===== config.mk =====
export PLATFORM = sky130hd
export DESIGN_NAME = averaged_temperature_alarm
export DESIGN_NICKNAME = d
export VERILOG_FILES = /design/src/hdl/ata_pkg.sv /design/src/hdl/averaged_temperature_alarm.sv /design/src/hdl/ata_window.sv
export SDC_FILE = /design/constraint.sdc
export NUM_CORES = 1
export LEC_CHECK = 0
export BUFFER_PORTS_ARGS = -buffer_cell sky130_fd_sc_hd__buf_2
export CAP_MARGIN = 20
export CORE_AREA = 8 8 162 202
export CTS_CLUSTER_DIAMETER = 80
export DETAILED_ROUTE_END_ITERATION = 7
export DIE_AREA = 0 0 170 210
export PLACE_DENSITY = 0.62
export SYNTH_ARGS = -nofsm -noshare
export SYNTH_HDL_FRONTEND = slang
export SYNTH_SLANG_ARGS = --single-unit

===== constraint.sdc =====
create_clock -name clk -period 12.4 [get_ports clk]
set_clock_uncertainty 0.05 [all_clocks]
set_input_delay 1.24 -clock clk [delete_from_list [all_inputs] [get_ports clk]]
set_output_delay 1.24 -clock clk [all_outputs]
set_load 0.005 [all_outputs]

===== src/hdl/ata_pkg.sv =====
`default_nettype none

package ata_pkg;

  // Converter sample width and the value that fills the window after reset.
  localparam int unsigned SAMPLE_W     = 12;
  localparam int unsigned RESET_SAMPLE = 25;

  // Default averaging depth.
  localparam int unsigned AVG_DEPTH_DEF = 8;

  // Temperature and threshold width, two's complement.
  localparam int unsigned TEMP_W = 9;

  // Degrees are trunc((2508 - avg) * 25 / 269).
  // The offset difference always fits a 13-bit signed value.
  localparam int unsigned DIFF_W = 13;
  localparam logic signed [DIFF_W-1:0] CONV_OFFSET = 13'sd2508;

  // The scaled magnitude |diff| * 25 never exceeds 62700, which fits 16 bits.
  localparam int unsigned SCALED_W = 16;

  // Exact reciprocal of 269 for 16-bit numerators: ceil(2^25 / 269).
  localparam int unsigned CONV_SH    = 25;
  localparam int unsigned CONV_RCP_W = 17;
  localparam logic [CONV_RCP_W-1:0] CONV_RCP = 17'd124738;

  // The magnitude of the quotient is at most 233.
  localparam int unsigned QUOT_W = 8;

  // Threshold reset values.
  localparam logic signed [TEMP_W-1:0] TEMP_MIN_RST  = 9'sd0;
  localparam logic signed [TEMP_W-1:0] TEMP_HIGH_RST = 9'sd40;
  localparam logic signed [TEMP_W-1:0] TEMP_MAX_RST  = 9'sd60;

  // Configuration register indexes.
  typedef enum logic [1:0] {
    REG_TEMP_MIN  = 2'd0,
    REG_TEMP_HIGH = 2'd1,
    REG_TEMP_MAX  = 2'd2
  } reg_idx_t;

  // Urgency codes.
  typedef enum logic [1:0] {
    URG_NORMAL   = 2'd0,
    URG_ELEVATED = 2'd1,
    URG_URGENT   = 2'd2
  } urgency_t;

endpackage

`default_nettype wire


===== src/hdl/averaged_temperature_alarm.sv =====
// Averaged temperature alarm.
// Samples arrive on the s_ stream, one 12-bit converter reading per transfer.
// Each sample enters a window of the last AVG_DEPTH readings; the window
// average is converted to degrees and checked against three thresholds.
// Every input transfer gives exactly one result transfer on the m_ stream,
// carrying the signed temperature, its low byte and an urgency code.
// Thresholds are to be written through the cfg_ channel only while no item is
// in flight; the block does not enforce this. cfg_ready is always high.
// The sum, average, quotient and output registers lie between the input
// transfer and m_tvalid. Throughput is one item per cycle while m_tready is
// high, in a four-stage pipeline: running sum, average by reciprocal multiply,
// scaling and division by 269, then threshold compare into the output register.
// Reset fills the window with 25, clears the pipeline and restores the
// thresholds to 0, 40 and 60. When the receiver stalls, stages fill up in
// turn and s_tready drops only once every stage holds an item.
`default_nettype none

module averaged_temperature_alarm #(
  parameter int unsigned AVG_DEPTH = ata_pkg::AVG_DEPTH_DEF
) (
  input  wire logic        clk,
  input  wire logic        rst,
  // Sample stream. s_tdata: [11:0] adc_sample.
  input  wire logic        s_tvalid,
  output logic             s_tready,
  input  wire logic [15:0] s_tdata,
  // Result stream. m_tdata: [8:0] temperature_c, [16:9] temperature_byte,
  // [18:17] urgency.
  output logic             m_tvalid,
  input  wire logic        m_tready,
  output logic      [23:0] m_tdata,
  // Threshold writes.
  input  wire logic        cfg_valid,
  output logic             cfg_ready,
  input  wire logic [1:0]  cfg_index,
  input  wire logic [8:0]  cfg_data
);

  localparam int unsigned SAMPLE_W = ata_pkg::SAMPLE_W;
  localparam int unsigned TEMP_W   = ata_pkg::TEMP_W;
  localparam int unsigned LOG_D    = $clog2(AVG_DEPTH);
  localparam int unsigned SUM_W    = SAMPLE_W + LOG_D;
  // Exact reciprocal of AVG_DEPTH for SUM_W-bit numerators.
  localparam int unsigned DIV_SH   = SUM_W + LOG_D;
  localparam int unsigned RCP_W    = SUM_W + 1;
  localparam logic [RCP_W-1:0] AVG_RCP =
    RCP_W'(((64'd1 << DIV_SH) + 64'(AVG_DEPTH) - 64'd1) / 64'(AVG_DEPTH));
  localparam int unsigned PROD_W   = SUM_W + RCP_W;
  localparam int unsigned CPROD_W  = ata_pkg::SCALED_W + ata_pkg::CONV_RCP_W;

  // Pipeline valid bits and stage enables.
  logic v1, v2, v3, v4;
  logic adv1, adv2, adv3, adv4;

  // Thresholds.
  logic signed [TEMP_W-1:0] temp_min, temp_high, temp_max;

  // Stage data.
  logic [SUM_W-1:0]             sum;
  logic [PROD_W-1:0]            avg_prod;
  logic [SAMPLE_W-1:0]          avg;
  logic signed [ata_pkg::DIFF_W-1:0] diff;
  logic [SAMPLE_W-1:0]          diff_mag;
  logic [ata_pkg::SCALED_W-1:0] scaled;
  logic [CPROD_W-1:0]           conv_prod;
  logic [ata_pkg::QUOT_W-1:0]   quot;
  logic                         neg;
  logic signed [TEMP_W-1:0]     temp;
  ata_pkg::urgency_t            urg;

  // Handshake: a stage moves when it is empty or the next one moves.
  assign adv4      = !v4 || m_tready;
  assign adv3      = !v3 || adv4;
  assign adv2      = !v2 || adv3;
  assign adv1      = !v1 || adv2;
  assign s_tready  = adv1;
  assign m_tvalid  = v4;
  assign cfg_ready = 1'b1;

  always_ff @(posedge clk) begin
    if (rst) begin
      v1 <= 1'b0;
      v2 <= 1'b0;
      v3 <= 1'b0;
      v4 <= 1'b0;
    end else begin
      if (adv1) begin
        v1 <= s_tvalid;
      end
      if (adv2) begin
        v2 <= v1;
      end
      if (adv3) begin
        v3 <= v2;
      end
      if (adv4) begin
        v4 <= v3;
      end
    end
  end

  // Threshold registers; only the low nine bits of the data are kept.
  always_ff @(posedge clk) begin
    if (rst) begin
      temp_min  <= ata_pkg::TEMP_MIN_RST;
      temp_high <= ata_pkg::TEMP_HIGH_RST;
      temp_max  <= ata_pkg::TEMP_MAX_RST;
    end else if (cfg_valid && cfg_ready) begin
      unique case (cfg_index)
        ata_pkg::REG_TEMP_MIN:  temp_min  <= cfg_data;
        ata_pkg::REG_TEMP_HIGH: temp_high <= cfg_data;
        ata_pkg::REG_TEMP_MAX:  temp_max  <= cfg_data;
        default: ;
      endcase
    end
  end

  // Stage 1: window and running sum, updated on each input transfer.
  ata_window #(
    .AVG_DEPTH (AVG_DEPTH),
    .SUM_W     (SUM_W)
  ) u_window (
    .clk    (clk),
    .rst    (rst),
    .push   (s_tvalid && s_tready),
    .sample (s_tdata[SAMPLE_W-1:0]),
    .sum    (sum)
  );

  // Stage 2: average as sum times the reciprocal of the depth.
  assign avg_prod = PROD_W'(sum) * PROD_W'(AVG_RCP);

  always_ff @(posedge clk) begin
    if (adv2) begin
      avg <= avg_prod[DIV_SH +: SAMPLE_W];
    end
  end

  // Stage 3: offset, scale by 25 with shifts, divide magnitude by 269.
  assign diff     = ata_pkg::CONV_OFFSET - $signed({1'b0, avg});
  assign diff_mag = diff[ata_pkg::DIFF_W-1] ? SAMPLE_W'(-diff) : SAMPLE_W'(diff);
  assign scaled   = (ata_pkg::SCALED_W'(diff_mag) << 4)
                  + (ata_pkg::SCALED_W'(diff_mag) << 3)
                  + ata_pkg::SCALED_W'(diff_mag);
  assign conv_prod = CPROD_W'(scaled) * CPROD_W'(ata_pkg::CONV_RCP);

  always_ff @(posedge clk) begin
    if (adv3) begin
      quot <= conv_prod[ata_pkg::CONV_SH +: ata_pkg::QUOT_W];
      neg  <= diff[ata_pkg::DIFF_W-1];
    end
  end

  // Stage 4: restore the sign, which truncates toward zero, and grade it.
  assign temp = neg ? -$signed({1'b0, quot}) : $signed({1'b0, quot});

  always_comb begin
    priority if (temp < temp_min) begin
      urg = ata_pkg::URG_URGENT;
    end else if (temp >= temp_max) begin
      urg = ata_pkg::URG_URGENT;
    end else if (temp >= temp_high) begin
      urg = ata_pkg::URG_ELEVATED;
    end else begin
      urg = ata_pkg::URG_NORMAL;
    end
  end

  always_ff @(posedge clk) begin
    if (adv4) begin
      m_tdata <= {5'd0, urg, temp[7:0], temp};
    end
  end

endmodule

`default_nettype wire


===== src/hdl/ata_window.sv =====
`default_nettype none

module ata_window #(
  parameter int unsigned AVG_DEPTH = ata_pkg::AVG_DEPTH_DEF,
  parameter int unsigned SUM_W     = ata_pkg::SAMPLE_W + $clog2(AVG_DEPTH)
) (
  input  wire logic                          clk,
  input  wire logic                          rst,
  input  wire logic                          push,
  input  wire logic [ata_pkg::SAMPLE_W-1:0]  sample,
  output logic      [SUM_W-1:0]              sum
);

  localparam logic [SUM_W-1:0] SUM_RST = SUM_W'(ata_pkg::RESET_SAMPLE * AVG_DEPTH);
  localparam logic [ata_pkg::SAMPLE_W-1:0] ENTRY_RST =
    ata_pkg::SAMPLE_W'(ata_pkg::RESET_SAMPLE);

  logic [ata_pkg::SAMPLE_W-1:0] taps [AVG_DEPTH];
  logic [SUM_W-1:0]             sum_next;

  // Running sum: drop the oldest sample and add the new one.
  assign sum_next = sum - SUM_W'(taps[0]) + SUM_W'(sample);

  // Shift line of the last samples, oldest at tap zero.
  always_ff @(posedge clk) begin
    if (rst) begin
      for (int i = 0; i < AVG_DEPTH; i++) begin
        taps[i] <= ENTRY_RST;
      end
      sum <= SUM_RST;
    end else if (push) begin
      for (int i = 0; i < AVG_DEPTH - 1; i++) begin
        taps[i] <= taps[i+1];
      end
      taps[AVG_DEPTH-1] <= sample;
      sum               <= sum_next;
    end
  end

endmodule

`default_nettype wire


== Word level (Yosys, flattened, before mapping) ==
Memories as Yosys holds them, arrays and structs flattened.
Cells that the tools add are included.

* Register bits after elaboration: 86
* Memory bits (writable): 96
* Input port bits: 32
* Output and inout port bits: 27
* Logic and storage cells: 65
* Memories: 1

* Add/subtract/negate cells: 7
* Multipliers: 1
* $lt $le $gt $ge: 3
* Eq/ne operators: 2
* Multiplexer cells: 16
* Bitwise logic cells: 8
* Reduce and logical (&&, ||, !) cells: 14

{| class="wikitable"
|+ Memories
! name !! depth !! width !! rd ports !! clocked after Yosys merged registers in !! write ports !! RTL line !! RTL
|-
| u_window.taps || 8 || 12 || 8 || 0 || 8 || ata_window.sv:18 || <nowiki>logic [ata_pkg::SAMPLE_W-1:0] taps [AVG_DEPTH];</nowiki>
|}

{| class="wikitable"
|+ Operator list
! operator !! count
|-
| $mux 12 || 9
|-
| $mul 16x16->32 const B || 1
|-
| $ge 9x9->1 || 2
|-
| $add 16x12->16 || 1
|-
| $add 16x15->16 || 1
|-
| $add 15x12->15 || 1
|-
| $sub 15x12->15 || 1
|-
| $sub 12x12->13 const A || 1
|-
| $neg 12->12 || 1
|-
| $lt 9x9->1 || 1
|-
| $mux 9 || 1
|-
| $neg 8->9 || 1
|-
| $or 1x1->1 || 8
|-
| $mux 1 || 6
|-
| $reduce_and 2->1 || 3
|-
| $logic_not 1->1 || 4
|-
| $logic_or 1x1->1 || 4
|-
| $eq 2x1->1 const B || 1
|-
| $eq 2x2->1 const B || 1
|-
| $logic_not 2->1 || 1
|-
| $reduce_or 2->1 || 1
|-
| $logic_and 1x1->1 || 1
|}

== Longest topological paths before layout ==
* Depth in word-level cells: 10
* Depth in mapped cells: 40
* Depth with buffers taken out: 37

== Cells and area by module ==
From an unflattened synthesis, not the netlist that was laid out.

* Cells, all modules: 1246
* Area, all modules: 13113.8 um^2

{| class="wikitable"
|+ By module, submodules not included
! module !! times used !! cells each !! area each (um^2) !! seq. area each (um^2)
|-
| averaged_temperature_alarm || 1 || 838 || 7995.2 || 1581.5
|-
| ata_window || 1 || 408 || 5118.7 || 3183.1
|}

== Least setup slack after synthesis ==
Ideal clock, no wire load.

* Path kind: register -> register
* Start point: register avg[0]
* End point: register quot[7] (netlist name), data pin
* Setup time: 260 ps
* Arrival: 9024 ps
* Data required time: 12090 ps
* Setup slack: 3066 ps
* Cell stages (with the launch flop): 35
* Buffers on the path: 2
* Cell sequence: edfxtp_1 -> buf_2 -> inv_1 -> ha_1 -> buf_2 -> o21ai_4 -> and2b_1 -> o31ai_4 -> mux2_2 -> o22ai_1 -> xor2_1 -> fa_1 -> ha_1 -> fa_1 -> a21o_1 -> a21oi_1 -> xnor2_1 -> inv_1 -> fa_1 -> inv_1 -> ha_1 -> fa_1 -> fa_1 -> inv_1 -> fa_1 -> fa_1 -> inv_1 -> ha_1 -> o21a_1 -> a21oi_1 -> o211ai_1 -> a311oi_1 -> a21oi_1 -> a21oi_1 -> xnor2_1

* Cells in the longest elaborated chain, start to end: 6

{| class="wikitable"
|+ Ends and longest elaborated chain
! what !! RTL line !! RTL
|-
| start: declaration || averaged_temperature_alarm.sv:61 || <nowiki>logic [SAMPLE_W-1:0] avg;</nowiki>
|-
| start signal: assignment || averaged_temperature_alarm.sv:135 || <nowiki>avg <= avg_prod[DIV_SH +: SAMPLE_W];</nowiki>
|-
| $sub 12x12->13 * || averaged_temperature_alarm.sv:140 || <nowiki>assign diff = ata_pkg::CONV_OFFSET - $signed({1'b0, avg});</nowiki>
|-
| $neg 12->12 || averaged_temperature_alarm.sv:141 || <nowiki>assign diff_mag = diff[ata_pkg::DIFF_W-1] ? SAMPLE_W'(-diff) : SAMPLE_W'(diff);</nowiki>
|-
| $mux 12 * || averaged_temperature_alarm.sv:141 ||
|-
| $add 16x15->16 || averaged_temperature_alarm.sv:143 || <nowiki>+ (ata_pkg::SCALED_W'(diff_mag) << 3)</nowiki>
|-
| $add 16x12->16 * || averaged_temperature_alarm.sv:144 || <nowiki>+ ata_pkg::SCALED_W'(diff_mag);</nowiki>
|-
| $mul 16x16->32 * || averaged_temperature_alarm.sv:145 || <nowiki>assign conv_prod = CPROD_W'(scaled) * CPROD_W'(ata_pkg::CONV_RCP);</nowiki>
|-
| net conv_prod[32] || averaged_temperature_alarm.sv:65 || <nowiki>logic [CPROD_W-1:0] conv_prod;</nowiki>
|-
| end signal: assignment || averaged_temperature_alarm.sv:149 || <nowiki>quot <= conv_prod[ata_pkg::CONV_SH +: ata_pkg::QUOT_W];</nowiki>
|-
| end: declaration || averaged_temperature_alarm.sv:66 || <nowiki>logic [ata_pkg::QUOT_W-1:0] quot;</nowiki>
|}

Mark *: on every way through the listed nets, which the timed path passes. The rest lies on a longest branch.
A chain may end at the register's enable or synchronous reset.

== Worst setup path after layout ==
Same ends and word-level chain as after synthesis.

==> impl_metrics.toml <==
[worst_setup_path]
crit_family = "adder cells"
critPathKind = "reg -> reg"
r2r_slack_ns = 1.74
cp_max_fo = 17
reg2reg_depth = 33
critPathMaxStageDelay_ns = 0.69
r2r-start = "avg[0]"
arrival_ns = 10.79
cp.required_ns = 12.52
startpoint_type = "register"
worst_path_most_repeated_cell = "fa_1"
timing.critical_path.buf_inv = 4
crit_path_end_kind = "register"
r2r_end = "quot[7]"
critPathSlowestCell = "edfxtp_1"

[sta]
setup-violations-final = 0
slew_viol_final = 0
rsz0062_at_grt = "no"
layout_min_cycle_time_ns = 10.66
fmax_mhz = 93.8
setup-tns-final_ns = 0
finalCritPeriodShare_pct = 86.0
hold_viol = 0
slew_headroom_pct = 42.5
tightest_slew_ns = 0.863

[final_layout]
syn_to_final_growth_pct = 9.49
multiInputGateArea_mm2 = 0.00727
seq_area_mm2 = 0.00476
final_nets = 1547
n_fill_cell = 2798
num_antenna_cells = 0
drive_gt1_share_pct = 9.38

[global_routing]
grt_pass1_wl_um = 40000
grt_pass1_vias = 8346
met1_usage_pct = 17.0
antenna_found_initial = 0
grt_busiest_layer = "met2"
grt_max_degree = 73
grt_util_met3_pct = 2.25
grt_use_met2_pct = 24.3
grtUsageTotal_pct = 13.9
grt_overflow = 0

[yosys]
synth.top_cell.area_share_pct = 29.4
synth_area_mm2 = 0.0131
synth_cells = 1232
synth_top_flop_cell = "edfxtp_1"
synth_compound_area_share_pct = 9.62
synthAdderAreaFrac_pct = 28.9
synthXorXnorAreaFrac_pct = 4.76
yosysSeqAreaShare_pct = 36.5
synth_edf_count = 128
synthArstFlopShare_pct = 0
ys_warn_count = 0
synthSimpleGateAreaFrac_pct = 11.2
synthDistinctLibCells = 77
synth-seq-cells = 174
avgSynthCellArea_um2 = 10.6
synth_top_family_by_area = "adder cells"
yosys-mux-area-fraction_pct = 0.939
ys_top_cells_by_area = "edfxtp_1 29%, ha_1 16%, fa_1 13%, dfxtp_1 7.1%, inv_1 6.2%"
yosysTopAreaCell = "edfxtp_1"

[worst_hold_path]
hold_depth = 0
hold_class = "reg -> reg"
hold_start = "u_window.sum[9]"
holdPathEnd = "avg[6]"

[floorplanning]
die_height_um = 210
ioPinCount = 59
die_area_mm2 = 0.0357
num_rows = 71
die_w_um = 170
core-area_mm2 = 0.0297
start_util_pct = 44.0

[drt]
routed_wl_um = 23700
vias = 8263
ant_nets = 0
vias_per_cell = 4.92
first_iter_violations = 292
wire_per_inst_um = 14.1
dr.pass1.iters = 5
drc = 0

[clock_network]
post_cts_buffers = 0
cts_resized = 0
htreeDepth = 4
cts_buffers = 17
insertion_delay_ns = 0.43
cts_num_sinks = 174
clkSlewWorstSetupHoldPaths_ns = 0.07
cts_buffer_depth = 2
root_buffer = "clkbuf_16"
postCtsHoldBufs = 0
cts_tree = "yes"

[placed_design]
numPortBuffers = 48
dp_hpwl_um = 18400
place.gp.congestion = 0.864

[job]
cap_violations = 0

[status]
status = "finished clean"
layout by cell type, fill, tap and decap left out, types with 4 or more instances in the layout:
cell and n:
conb_1 6, nand2_1 50, o31ai_1 6, o21a_1 6
nor3_1 5, nand2b_1 10, nor2b_1 20, a21o_1 14
inv_1 213, ha_1 162, buf_2 48, o21ai_0 37
nor2_1 74, a211oi_1 9, xor2_1 19, or2_2 7
o211ai_1 4, nand3_1 9, o21bai_1 5, dfxtp_1 46
nor2_2 4, and3_1 5, or3_1 23, xnor2_1 42
a31oi_1 5, and2_1 55, clkbuf_16 17, fa_1 87
edfxtp_1 128, mux2i_1 10, a21oi_1 55, buf_4 8
inv_6 5, a211o_1 7
worst max-delay path by stage:
stage,cells after the start,end,startpoint
6_report,33,quot[7],avg[0]
5_1_grt,33,quot[7],avg[0]
4_1_cts,33,quot[7],avg[0]
3_5_place_dp,33,quot[7],avg[0]
3_3_place_gp,33,quot[7],avg[0]
2_1_floorplan,34,quot[7],avg[0]
per-stage QoR:
step	utilization [%]	worst slack (ns)	area [um^2]	std cells	hold slack [ns]
finish	48.2	1.74	14300	1680	0.382
global route	48.2	0.982	14300	1680	0.397
CTS	48.2	1.59	14300	1679	0.384
detailed placement	46.0	1.65	13600	1647	0.367
global placement	46.0	1.73	13600	1647	0.367
floorplan	-	3.07	13100	1236	0.358
flip-flops by register name, indices dropped and copies added (netlist names), 8 cells and up:
register,cells
quot,8
temp_min,9
m_tdata,11
avg,12
u_window.taps,96
u_window.sum,15
temp_max,9
temp_high,9
layout make-up:
| class | instances | share of cell area [%] |
|---|---|---|
| multi-input cells | 801 | 50.8 |
| flip-flops and latches | 174 | 33.3 |
| inverters | 215 | 5.65 |
| well taps | 401 | 3.51 |
| clock buffers | 17 | 2.97 |
| repair buffers | 57 | 2.18 |
| clock inverters | 15 | 1.55 |
synth_stat cells (all sizes together), types with 9 or more instances:
library cell	count
mux2i	10
xor2	21
xnor2	44
nand2	52
and2	56
or3	23
dfxtp	46
inv	215
nor2b	20
nor2	78
nand3	9
buf	20
a21o	14
nand2b	10
fa	87
a21oi	55
edfxtp	128
ha	162
clkbuf	26
a211oi	9
o21ai	43
layer usage:
layer	part of all wire [%]	vias up
li1	-	4175
met1	45	3991
met2	51	74
met3	2.0	23
met4	2.0	0
met5	0	-
cell families (layout without fill, tap and decap cells):
logic type	Yosys count	in the layout
fa+ha+maj	250	250
compound gates	186	186
simple gates	282	282
xor+xnor	65	65
flops	174	174
mux	12	12
buf+inv	261	304
other cells	2	6
worst reg2reg max path, delay by kind of cell, from the launching register on:
family / cells / cell delay, ns
buffers and inverters: 4 / 0.51
AO/OA/AOI/OAI: 11 / 2.62
AND/OR/NAND/NOR: 3 / 0.46
adder cells (fa/ha/maj): 11 / 4.55
flip-flops: 1 / 0.69
multiplexers: 1 / 0.39
XOR/XNOR: 3 / 1.15
Power is not shown: default switching activity piles up to over one toggle a cycle in this logic, so the estimate is an artifact.
